[src/sv/programmable_logic_function_cell_top_macros.svh]
// assertion helpers, clocked on clk and held off during rst
`ifndef PROGRAMMABLE_LOGIC_FUNCTION_CELL_TOP_MACROS_SVH
`define PROGRAMMABLE_LOGIC_FUNCTION_CELL_TOP_MACROS_SVH

// consequent checked in the same cycle
`define PLFC_ASSERT_NOW(lbl, ante, cons, msg) \
  lbl: assert property (@(posedge clk) disable iff (rst) (ante) |-> (cons)) else $error(msg);

// consequent checked in the cycle after the antecedent
`define PLFC_ASSERT_NEXT(lbl, ante, cons, msg) \
  lbl: assert property (@(posedge clk) disable iff (rst) (ante) |=> (cons)) else $error(msg);

`endif

[src/sv/plfc_pkg.sv]
package plfc_pkg;

  typedef enum logic [3:0] {
    FN_NOT    = 4'd0,
    FN_AND    = 4'd1,
    FN_OR     = 4'd2,
    FN_XOR    = 4'd3,
    FN_BITAND = 4'd4,
    FN_EQ     = 4'd5,
    FN_LESS   = 4'd6,
    FN_MORE   = 4'd7,
    FN_SUB    = 4'd8,
    FN_ADD    = 4'd9,
    FN_HYST   = 4'd10,
    FN_BLINK  = 4'd11,
    FN_PULSE  = 4'd12,
    FN_SR     = 4'd13,
    FN_TOGGLE = 4'd14,
    FN_COUNT  = 4'd15
  } func_t;

  typedef enum logic [2:0] {
    REG_FUNC_TYPE   = 3'd0,
    REG_OPTIONS     = 3'd1,
    REG_EDGE_SELECT = 3'd2,
    REG_COUNT_STEPS = 3'd3,
    REG_COUNT_LOW   = 3'd4,
    REG_COUNT_HIGH  = 3'd5,
    REG_PRESET_ONE  = 3'd6,
    REG_PRESET_TWO  = 3'd7
  } reg_idx_t;

  // option bit positions
  localparam int OPT_INVERT    = 0;
  localparam int OPT_WRAP_HIGH = 1;
  localparam int OPT_WRAP_LOW  = 2;
  localparam int OPT_NIN_LSB   = 3;

  // edge select codes, anything else means any change
  localparam logic [1:0] EDGE_RISE = 2'd0;
  localparam logic [1:0] EDGE_FALL = 2'd1;

  localparam int NUM_INPUTS = 4;
  localparam int STEP_W     = 16;

endpackage

[src/sv/programmable_logic_function_cell_top.sv]
// pipeline: input register, then result register; throughput: one input transaction per
//   cycle unless res_stall holds a valid result, the held result and previous inputs
//   feed back through one register stage of evaluation logic
// reset (rst, synchronous, active high): registers back to their defaults,
//   previous inputs and held result cleared, both pipeline stages emptied
// configuration port is always ready, a write takes effect on the next cycle
`include "programmable_logic_function_cell_top_macros.svh"

module programmable_logic_function_cell_top
  import plfc_pkg::*;
#(
  parameter int VALUE_WIDTH = 32
) (
  input  logic                          clk,
  input  logic                          rst,
  // configuration
  input  logic                          cfg_valid,
  output logic                          cfg_ready,
  input  logic [2:0]                    cfg_index,
  input  logic [((VALUE_WIDTH > 32) ? VALUE_WIDTH : 32)-1:0] cfg_data,
  // input channel
  input  logic                          in_valid,
  output logic                          in_stall,
  input  logic signed [VALUE_WIDTH-1:0] in_a,
  input  logic signed [VALUE_WIDTH-1:0] in_b,
  input  logic signed [VALUE_WIDTH-1:0] in_c,
  input  logic signed [VALUE_WIDTH-1:0] in_d,
  // result channel
  output logic                          res_valid,
  input  logic                          res_stall,
  output logic signed [VALUE_WIDTH-1:0] result_value,
  output logic                          updated
);

  // wide enough for a value plus or minus a step without wrapping
  localparam int ExtW = ((VALUE_WIDTH > STEP_W) ? VALUE_WIDTH : STEP_W) + 2;

  func_t                         func_type;
  logic [4:0]                    options;
  logic [7:0]                    edge_select;
  logic [31:0]                   count_steps;
  logic signed [VALUE_WIDTH-1:0] count_low;
  logic signed [VALUE_WIDTH-1:0] count_high;
  logic signed [VALUE_WIDTH-1:0] preset_one;
  logic signed [VALUE_WIDTH-1:0] preset_two;

  logic                          stage_valid;
  logic signed [VALUE_WIDTH-1:0] stage_in [NUM_INPUTS];
  logic signed [VALUE_WIDTH-1:0] prev_in  [NUM_INPUTS];
  logic signed [VALUE_WIDTH-1:0] held_result;

  logic                          out_move;
  logic                          stage_fire;
  logic [NUM_INPUTS-1:0]         edge_hit;
  logic [NUM_INPUTS-1:0]         nonzero;
  logic                          any_edge;
  logic signed [VALUE_WIDTH-1:0] held_result_next;

  logic signed [ExtW-1:0]        held_ext;
  logic signed [ExtW-1:0]        dec_ext;
  logic signed [ExtW-1:0]        inc_ext;
  logic signed [ExtW-1:0]        down_ext;
  logic signed [ExtW-1:0]        up_ext;
  logic signed [ExtW-1:0]        low_ext;
  logic signed [ExtW-1:0]        high_ext;
  logic                          underflow;
  logic                          overflow;

  function automatic logic signed [VALUE_WIDTH-1:0] show_value(
    input logic signed [VALUE_WIDTH-1:0] v,
    input logic                          inv
  );
    if (inv) begin
      show_value = VALUE_WIDTH'(v == '0);
    end else begin
      show_value = v;
    end
  endfunction

  // configuration registers
  assign cfg_ready = 1'b1;

  always_ff @(posedge clk) begin
    if (rst) begin
      func_type   <= FN_NOT;
      options     <= '0;
      edge_select <= '0;
      count_steps <= 32'd65537;
      count_low   <= '0;
      count_high  <= VALUE_WIDTH'(255);
      preset_one  <= '0;
      preset_two  <= '0;
    end else if (cfg_valid && cfg_ready) begin
      case (reg_idx_t'(cfg_index))
        REG_FUNC_TYPE:   func_type   <= func_t'(cfg_data[3:0]);
        REG_OPTIONS:     options     <= cfg_data[4:0];
        REG_EDGE_SELECT: edge_select <= cfg_data[7:0];
        REG_COUNT_STEPS: count_steps <= cfg_data[31:0];
        REG_COUNT_LOW:   count_low   <= cfg_data[VALUE_WIDTH-1:0];
        REG_COUNT_HIGH:  count_high  <= cfg_data[VALUE_WIDTH-1:0];
        REG_PRESET_ONE:  preset_one  <= cfg_data[VALUE_WIDTH-1:0];
        REG_PRESET_TWO:  preset_two  <= cfg_data[VALUE_WIDTH-1:0];
        default: ;
      endcase
    end
  end

  // pipeline flow
  assign out_move   = !res_valid || !res_stall;
  assign stage_fire = stage_valid && out_move;
  assign in_stall   = stage_valid && !out_move;

  always_ff @(posedge clk) begin
    if (rst) begin
      stage_valid <= 1'b0;
    end else if (!in_stall) begin
      stage_valid <= in_valid;
    end
  end

  always_ff @(posedge clk) begin
    if (in_valid && !in_stall) begin
      stage_in[0] <= in_a;
      stage_in[1] <= in_b;
      stage_in[2] <= in_c;
      stage_in[3] <= in_d;
    end
  end

  // edge detection against the previous transaction
  always_comb begin
    for (int i = 0; i < NUM_INPUTS; i++) begin
      nonzero[i] = (stage_in[i] != '0);
      if (stage_in[i] == prev_in[i]) begin
        edge_hit[i] = 1'b0;
      end else if (edge_select[2*i +: 2] == EDGE_RISE) begin
        edge_hit[i] = (prev_in[i] < stage_in[i]);
      end else if (edge_select[2*i +: 2] == EDGE_FALL) begin
        edge_hit[i] = (stage_in[i] < prev_in[i]);
      end else begin
        edge_hit[i] = 1'b1;
      end
    end
    any_edge = |edge_hit;
  end

  // counter limits, compared without wrapping
  always_comb begin
    held_ext  = ExtW'(held_result);
    dec_ext   = $signed(ExtW'(count_steps[31:16]));
    inc_ext   = $signed(ExtW'(count_steps[15:0]));
    low_ext   = ExtW'(count_low);
    high_ext  = ExtW'(count_high);
    down_ext  = held_ext - dec_ext;
    up_ext    = held_ext + inc_ext;
    underflow = (down_ext < low_ext);
    overflow  = (up_ext > high_ext);
  end

  always_comb begin
    logic and_acc;
    logic or_acc;
    and_acc = 1'b1;
    or_acc  = 1'b0;
    for (int i = 0; i < NUM_INPUTS; i++) begin
      if (2'(i) <= options[OPT_NIN_LSB +: 2]) begin
        and_acc = and_acc & nonzero[i];
        or_acc  = or_acc | nonzero[i];
      end
    end

    held_result_next = held_result;
    case (func_type)
      FN_NOT:    held_result_next = VALUE_WIDTH'(!nonzero[0]);
      FN_AND:    held_result_next = VALUE_WIDTH'(and_acc);
      FN_OR:     held_result_next = VALUE_WIDTH'(or_acc);
      FN_XOR:    held_result_next = VALUE_WIDTH'(nonzero[0] ^ nonzero[1]);
      FN_BITAND: held_result_next = stage_in[0] & stage_in[1];
      FN_EQ:     held_result_next = VALUE_WIDTH'(stage_in[0] == stage_in[1]);
      FN_LESS:   held_result_next = VALUE_WIDTH'(stage_in[0] < stage_in[1]);
      FN_MORE:   held_result_next = VALUE_WIDTH'(stage_in[0] > stage_in[1]);
      FN_SUB:    held_result_next = stage_in[0] - stage_in[1];
      FN_ADD:    held_result_next = stage_in[0] + stage_in[1];
      FN_HYST: begin
        if (stage_in[0] < stage_in[1]) begin
          held_result_next = '0;
        end else if (stage_in[0] > stage_in[2]) begin
          held_result_next = VALUE_WIDTH'(1);
        end
      end
      FN_BLINK:  held_result_next = stage_in[0];
      FN_PULSE: begin
        if (edge_hit[1]) begin
          held_result_next = '0;
        end else if (edge_hit[0]) begin
          held_result_next = VALUE_WIDTH'(1);
        end
      end
      FN_SR: begin
        if (edge_hit[0]) begin
          held_result_next = '0;
        end else if (edge_hit[1]) begin
          held_result_next = VALUE_WIDTH'(1);
        end
      end
      FN_TOGGLE: begin
        if (edge_hit[1]) begin
          held_result_next = '0;
        end else if (edge_hit[2]) begin
          held_result_next = VALUE_WIDTH'(1);
        end else if (edge_hit[0]) begin
          held_result_next = VALUE_WIDTH'(held_result == '0);
        end
      end
      FN_COUNT: begin
        if (edge_hit[2]) begin
          held_result_next = preset_one;
        end else if (edge_hit[3]) begin
          held_result_next = preset_two;
        end else if (edge_hit[0]) begin
          if (underflow) begin
            held_result_next = options[OPT_WRAP_LOW] ? preset_one : count_low;
          end else begin
            held_result_next = down_ext[VALUE_WIDTH-1:0];
          end
        end else if (edge_hit[1]) begin
          if (overflow) begin
            held_result_next = options[OPT_WRAP_HIGH] ? preset_two : count_high;
          end else begin
            held_result_next = up_ext[VALUE_WIDTH-1:0];
          end
        end
      end
      default: held_result_next = held_result;
    endcase
  end

  // cell state
  always_ff @(posedge clk) begin
    if (rst) begin
      held_result <= '0;
      for (int i = 0; i < NUM_INPUTS; i++) begin
        prev_in[i] <= '0;
      end
    end else if (stage_fire) begin
      if (any_edge) begin
        held_result <= held_result_next;
      end
      for (int i = 0; i < NUM_INPUTS; i++) begin
        prev_in[i] <= stage_in[i];
      end
    end
  end

  // result register
  always_ff @(posedge clk) begin
    if (rst) begin
      res_valid <= 1'b0;
    end else if (out_move) begin
      res_valid <= stage_valid;
    end
  end

  always_ff @(posedge clk) begin
    if (stage_fire) begin
      result_value <= show_value(any_edge ? held_result_next : held_result,
                                 options[OPT_INVERT]);
      updated      <= any_edge;
    end
  end

  `PLFC_ASSERT_NOW(a_stall_needs_stage, in_stall, stage_valid, "input stalled with empty stage")
  `PLFC_ASSERT_NEXT(a_hold_no_edge, stage_fire && !any_edge, $stable(held_result), "held result changed without an edge")
  `PLFC_ASSERT_NOW(a_result_matches_held, res_valid, result_value == show_value(held_result, options[OPT_INVERT]), "shown result differs from held result")
  `PLFC_ASSERT_NEXT(a_prev_tracks_stage, stage_fire, prev_in[0] == $past(stage_in[0]), "previous input not refreshed")

endmodule
[config.mk]
export PLATFORM = sky130hd
export DESIGN_NAME = programmable_logic_function_cell_top
export DESIGN_NICKNAME = d
export VERILOG_FILES = /design/src/sv/plfc_pkg.sv /design/src/sv/programmable_logic_function_cell_top.sv
export VERILOG_INCLUDE_DIRS = /design/src /design/src/sv
export SDC_FILE = /design/constraint.sdc
export NUM_CORES = 2
export LEC_CHECK = 0
export BUFFER_PORTS_ARGS = -buffer_cell sky130_fd_sc_hd__buf_2
export CAP_MARGIN = 20
export CORE_MARGIN = 1.5
export CORE_UTILIZATION = 35
export DETAILED_ROUTE_END_ITERATION = 10
export PLACE_DENSITY_LB_ADDON = 0.3
export SYNTH_ARGS = -nofsm -noshare
export SYNTH_HDL_FRONTEND = slang
export SYNTH_SLANG_ARGS = --single-unit
[constraint.sdc]
create_clock -name clk -period 10.4 [get_ports clk]
set_clock_uncertainty 0.15 [all_clocks]
set_input_delay 1.56 -clock clk [delete_from_list [all_inputs] [get_ports clk]]
set_output_delay 1.56 -clock clk [all_outputs]
set_load 0.005 [all_outputs]
==> metrics.txt <==
# TYPE chip_impl_metric gauge
chip_impl_metric{name="cts_max_level",unit=""} 2
chip_impl_metric{name="fp.dieH",unit="µm"} 308
chip_impl_metric{name="clkTransAtPathRegs",unit="ns"} 0.07
chip_impl_metric{name="clkSinkCount",unit=""} 500
chip_impl_metric{name="ctsResizeCount",unit=""} 0
chip_impl_info{name="worst_hold_path_type",value="flip-flop to flip-flop"} 1
chip_impl_metric{name="std_cell_rows",unit=""} 111
chip_impl_metric{name="maxClockFrequency",unit="MHz"} 130
chip_impl_metric{name="cts.hold.buffers_added",unit=""} 0
chip_impl_metric{name="layout-area-overhead-vs-synth",unit="%"} 13.0
chip_impl_metric{name="hpwl",unit="mm"} 89.6
chip_impl_metric{name="vdd_ir_drop_max",unit="µV"} 117
chip_impl_metric{name="max-cap-violations",unit=""} 0
chip_impl_metric{name="route.layer.met1.wl",unit="mm"} 51.8
chip_impl_metric{name="via_count",unit=""} 28800
chip_impl_metric{name="dieArea",unit="µm²"} 95000
chip_impl_metric{name="synth_top_area_share",unit="%"} 26.6
chip_impl_metric{name="final_setup_fails",unit=""} 0
chip_impl_metric{name="mappedNetlistArea",unit="µm²"} 32600
chip_impl_metric{name="drtAntennaViolNets",unit=""} 0
chip_impl_metric{name="maximum_number_of_pins_on_one_net_before_global_route_repair",unit=""} 83
chip_impl_metric{name="routed_via_density",unit=""} 5.58
chip_impl_info{name="slowest_stage_cell_on_the_critical_path",value="and2_0"} 1
chip_impl_metric{name="worst-endpoint-required",unit="ns"} 10.75
chip_impl_metric{name="core_util_final",unit="%"} 40.1
chip_impl_info{name="start_kind",value="flip-flop"} 1
chip_impl_metric{name="met2RoutedLength",unit="mm"} 52.4
chip_impl_metric{name="dpl-instance-area",unit="µm²"} 34800
chip_impl_info{name="worst_setup_ep_type",value="flip-flop"} 1
chip_impl_metric{name="finalPower",unit="mW"} 5.86
chip_impl_metric{name="p_per_area",unit="nW/µm²"} 159
chip_impl_metric{name="fill_cells",unit=""} 9270
chip_impl_metric{name="cp_slowest_stage_delay",unit="ns"} 0.82
chip_impl_metric{name="firstDrtPassIters",unit=""} 6
chip_impl_metric{name="later_pin_clock_latency_in_the_skew_report",unit="ns"} 0.67
chip_impl_metric{name="grt_remaining_overflow",unit=""} 0
chip_impl_metric{name="coreArea",unit="µm²"} 91900
chip_impl_info{name="post_synth_main_area_contributors",value="edfxtp_1 (27%), dfxtp_1 (13%), ha_1 (12%)"} 1
chip_impl_metric{name="post_route_design_area",unit="µm²"} 36800
chip_impl_metric{name="finish.net_count",unit=""} 4357
chip_impl_metric{name="route.final.wire_length",unit="mm"} 119
chip_impl_metric{name="synth-edff-count",unit=""} 289
chip_impl_metric{name="grt_first_pass_wirelength",unit="mm"} 175
chip_impl_metric{name="buffer_ports.inserted",unit=""} 202
chip_impl_metric{name="cts_inserted_buffers",unit=""} 59
chip_impl_metric{name="synth.net_count",unit=""} 4239
chip_impl_metric{name="floorplan.die.width",unit="µm"} 308
chip_impl_metric{name="wl_met3",unit="mm"} 10.0
chip_impl_metric{name="fraction_of_layout_cells_with_a_size_suffix_above_1",unit="%"} 10.7
chip_impl_metric{name="synth.avg_cell_area",unit="µm²"} 8.71
chip_impl_metric{name="drtIter0Drc",unit=""} 2876
chip_impl_metric{name="synthCells",unit=""} 3744
chip_impl_info{name="clockRootBuffer",value="clkbuf_16"} 1
chip_impl_metric{name="finalMaxSlewViolations",unit=""} 0
chip_impl_metric{name="yosysWarningCount",unit=""} 0
chip_impl_metric{name="min_period",unit="ns"} 7.72
chip_impl_metric{name="leakage",unit="nW"} 14.4
chip_impl_metric{name="whs",unit="ns"} 0.304
chip_impl_metric{name="dp.cells",unit=""} 5043
chip_impl_metric{name="final_cells",unit=""} 5154
chip_impl_info{name="synth.cells.most_frequent",value="nand2_1 (529), a21oi_1 (362), ha_1 (323), inv_1 (323), nor2_1 (321)"} 1
chip_impl_metric{name="routed_wire_length_per_instance",unit="µm"} 23.0
chip_impl_metric{name="worst-path-max-fanout",unit=""} 16
chip_impl_metric{name="clk_path_buf_depth",unit=""} 3
chip_impl_metric{name="grt_usage",unit="%"} 24.5
chip_impl_metric{name="critical_path_arrival",unit="ns"} 8.07
chip_impl_metric{name="slew_headroom",unit="%"} 30.4
chip_impl_info{name="critical-path-top-cell-by-count",value="nand4_1"} 1
chip_impl_metric{name="hold_viol",unit=""} 0
chip_impl_info{name="synth_area_leader_cell",value="edfxtp_1"} 1
chip_impl_metric{name="floorplan.initialDensity",unit="%"} 35.5
chip_impl_info{name="tritoncts_clock_tree",value="built"} 1
chip_impl_info{name="worst-setup-path-type",value="flip-flop to flip-flop"} 1
chip_impl_info{name="status",value="finished, final reports clean"} 1
chip_impl_info{name="yosysMostFrequentCell",value="nand2_1"} 1
chip_impl_info{name="route.top_layer_used",value="met5"} 1
chip_impl_metric{name="worst-slew-pin-transition",unit="ns"} 1.02
chip_impl_info{name="rsz0062_at_grt",value="false"} 1
chip_impl_info{name="synth_top_flop_cell",value="edfxtp_1"} 1
chip_impl_metric{name="synthArstFlopShare",unit="%"} 0
chip_impl_metric{name="ys_types",unit=""} 100
chip_impl_metric{name="design.portCount",unit=""} 204
chip_impl_metric{name="final.setup.worst_slack",unit="ns"} 2.68
chip_impl_metric{name="number_of_global_route_vias_before_repair",unit=""} 27000
chip_impl_metric{name="cts_setup_buffers",unit=""} 0
chip_impl_metric{name="ys_seq_elements",unit=""} 500
chip_impl_metric{name="dp_worst_setup_slack",unit="ns"} 3.03
chip_impl_metric{name="place.gp.congestion",unit=""} 1.00
chip_impl_metric{name="remaining_drc_errors",unit=""} 0
chip_impl_metric{name="seq_area_frac_synth",unit="%"} 39.6
chip_impl_metric{name="totalNegativeSetupSlack",unit="ns"} 0
chip_impl_metric{name="antenna_found_initial",unit=""} 8
chip_impl_metric{name="final_min_period_over_clock_period",unit="%"} 74.2
[flip-flops by register name, indices dropped and copies added, names as in the netlist]
name          flops
prev_in         128
stage_in        128
count_high       32
count_low        32
count_steps      32
held_result      32
preset_one       32
preset_two       32
result_value     32
edge_select       8
options           5
func_type         4
res_valid         1
stage_valid       1
updated           1
[routing by layer]
metal | vias up | GRT usage, %
met4 | 2 | 8.84
met3 | 209 | 3.74
met1 | 13700 | 34.0
met2 | 1251 | 38.5
met5 | - | 0
li1 | 13600 | -
[worst max-delay path: cells and delay by family, from the launching register on]
family | cells | cell delay [ns]
buffers and inverters | 1 | 0.06
XOR/XNOR | 1 | 0.18
AND/OR/NAND/NOR | 12 | 3.39
AO/OA/AOI/OAI | 9 | 2.29
flip-flops | 1 | 0.46
adder cells (fa/ha/maj) | 3 | 0.99
[layout make-up]
type	count	area, µm²	area share [%]
clock inverters	32	450	1.22
repair buffers	255	1420	3.84
flip-flops and latches	500	12900	35.0
well taps	1243	1560	4.22
diodes	1	2.50	0.00679
clock buffers	77	1600	4.33
multi-input cells	2722	17700	48.0
inverters	324	1220	3.32
[cell families after synthesis]
kind of cell | share of synthesized area (%)
other | 0.0115
XOR/XNOR | 2.36
flip-flops | 39.6
buffers and inverters | 6.38
AO/OA/AOI/OAI | 19.3
AND/OR/NAND/NOR | 18.2
adder cells (fa/ha/maj) | 12.6
multiplexers | 1.47
[final timing paths]
path	from	to	slack, ns	cells past startpoint
setup / recovery	held_result[0]$_SDFFE_PP0P_	result_value[0]$_DFFE_PP_	2.68	26
hold / removal	count_low[28]$_SDFFE_PP0P_	count_low[28]$_SDFFE_PP0P_	0.30	2
setup reg to reg	held_result[0]$_SDFFE_PP0P_	result_value[0]$_DFFE_PP_	2.68	26
hold reg to reg	count_low[28]$_SDFFE_PP0P_	count_low[28]$_SDFFE_PP0P_	0.30	2
[power breakdown]
part / switching [mW] / total, mW / internal, mW
Clock: 0.890 / 2.20 / 1.31
Combinational: 0.879 / 1.38 / 0.499
Sequential: 0.0952 / 2.29 / 2.19
[placed cells by master, fill, tap and decap left out, types with 13 or more instances in the layout]
cell,instances
a211o_1,16
a211oi_1,65
a21o_1,43
a21oi_1,362
a221oi_1,13
a222oi_1,14
a22oi_1,16
a31oi_1,23
and2_1,72
and3_1,14
buf_2,201
buf_4,52
clkbuf_1,14
clkbuf_16,60
dfxtp_1,208
edfxtp_1,289
ha_1,323
inv_1,321
mux2i_1,41
nand2_1,529
nand2b_1,19
nand3_1,62
nand4_1,72
nor2_1,315
nor2b_1,25
nor3_1,43
nor4_1,56
o211ai_1,66
o21a_1,30
o21ai_0,132
o21bai_1,20
o221ai_1,19
o31ai_1,13
or3_1,16
xnor2_1,65
xor2_1,23
Power figures use the tool's default switching activity.
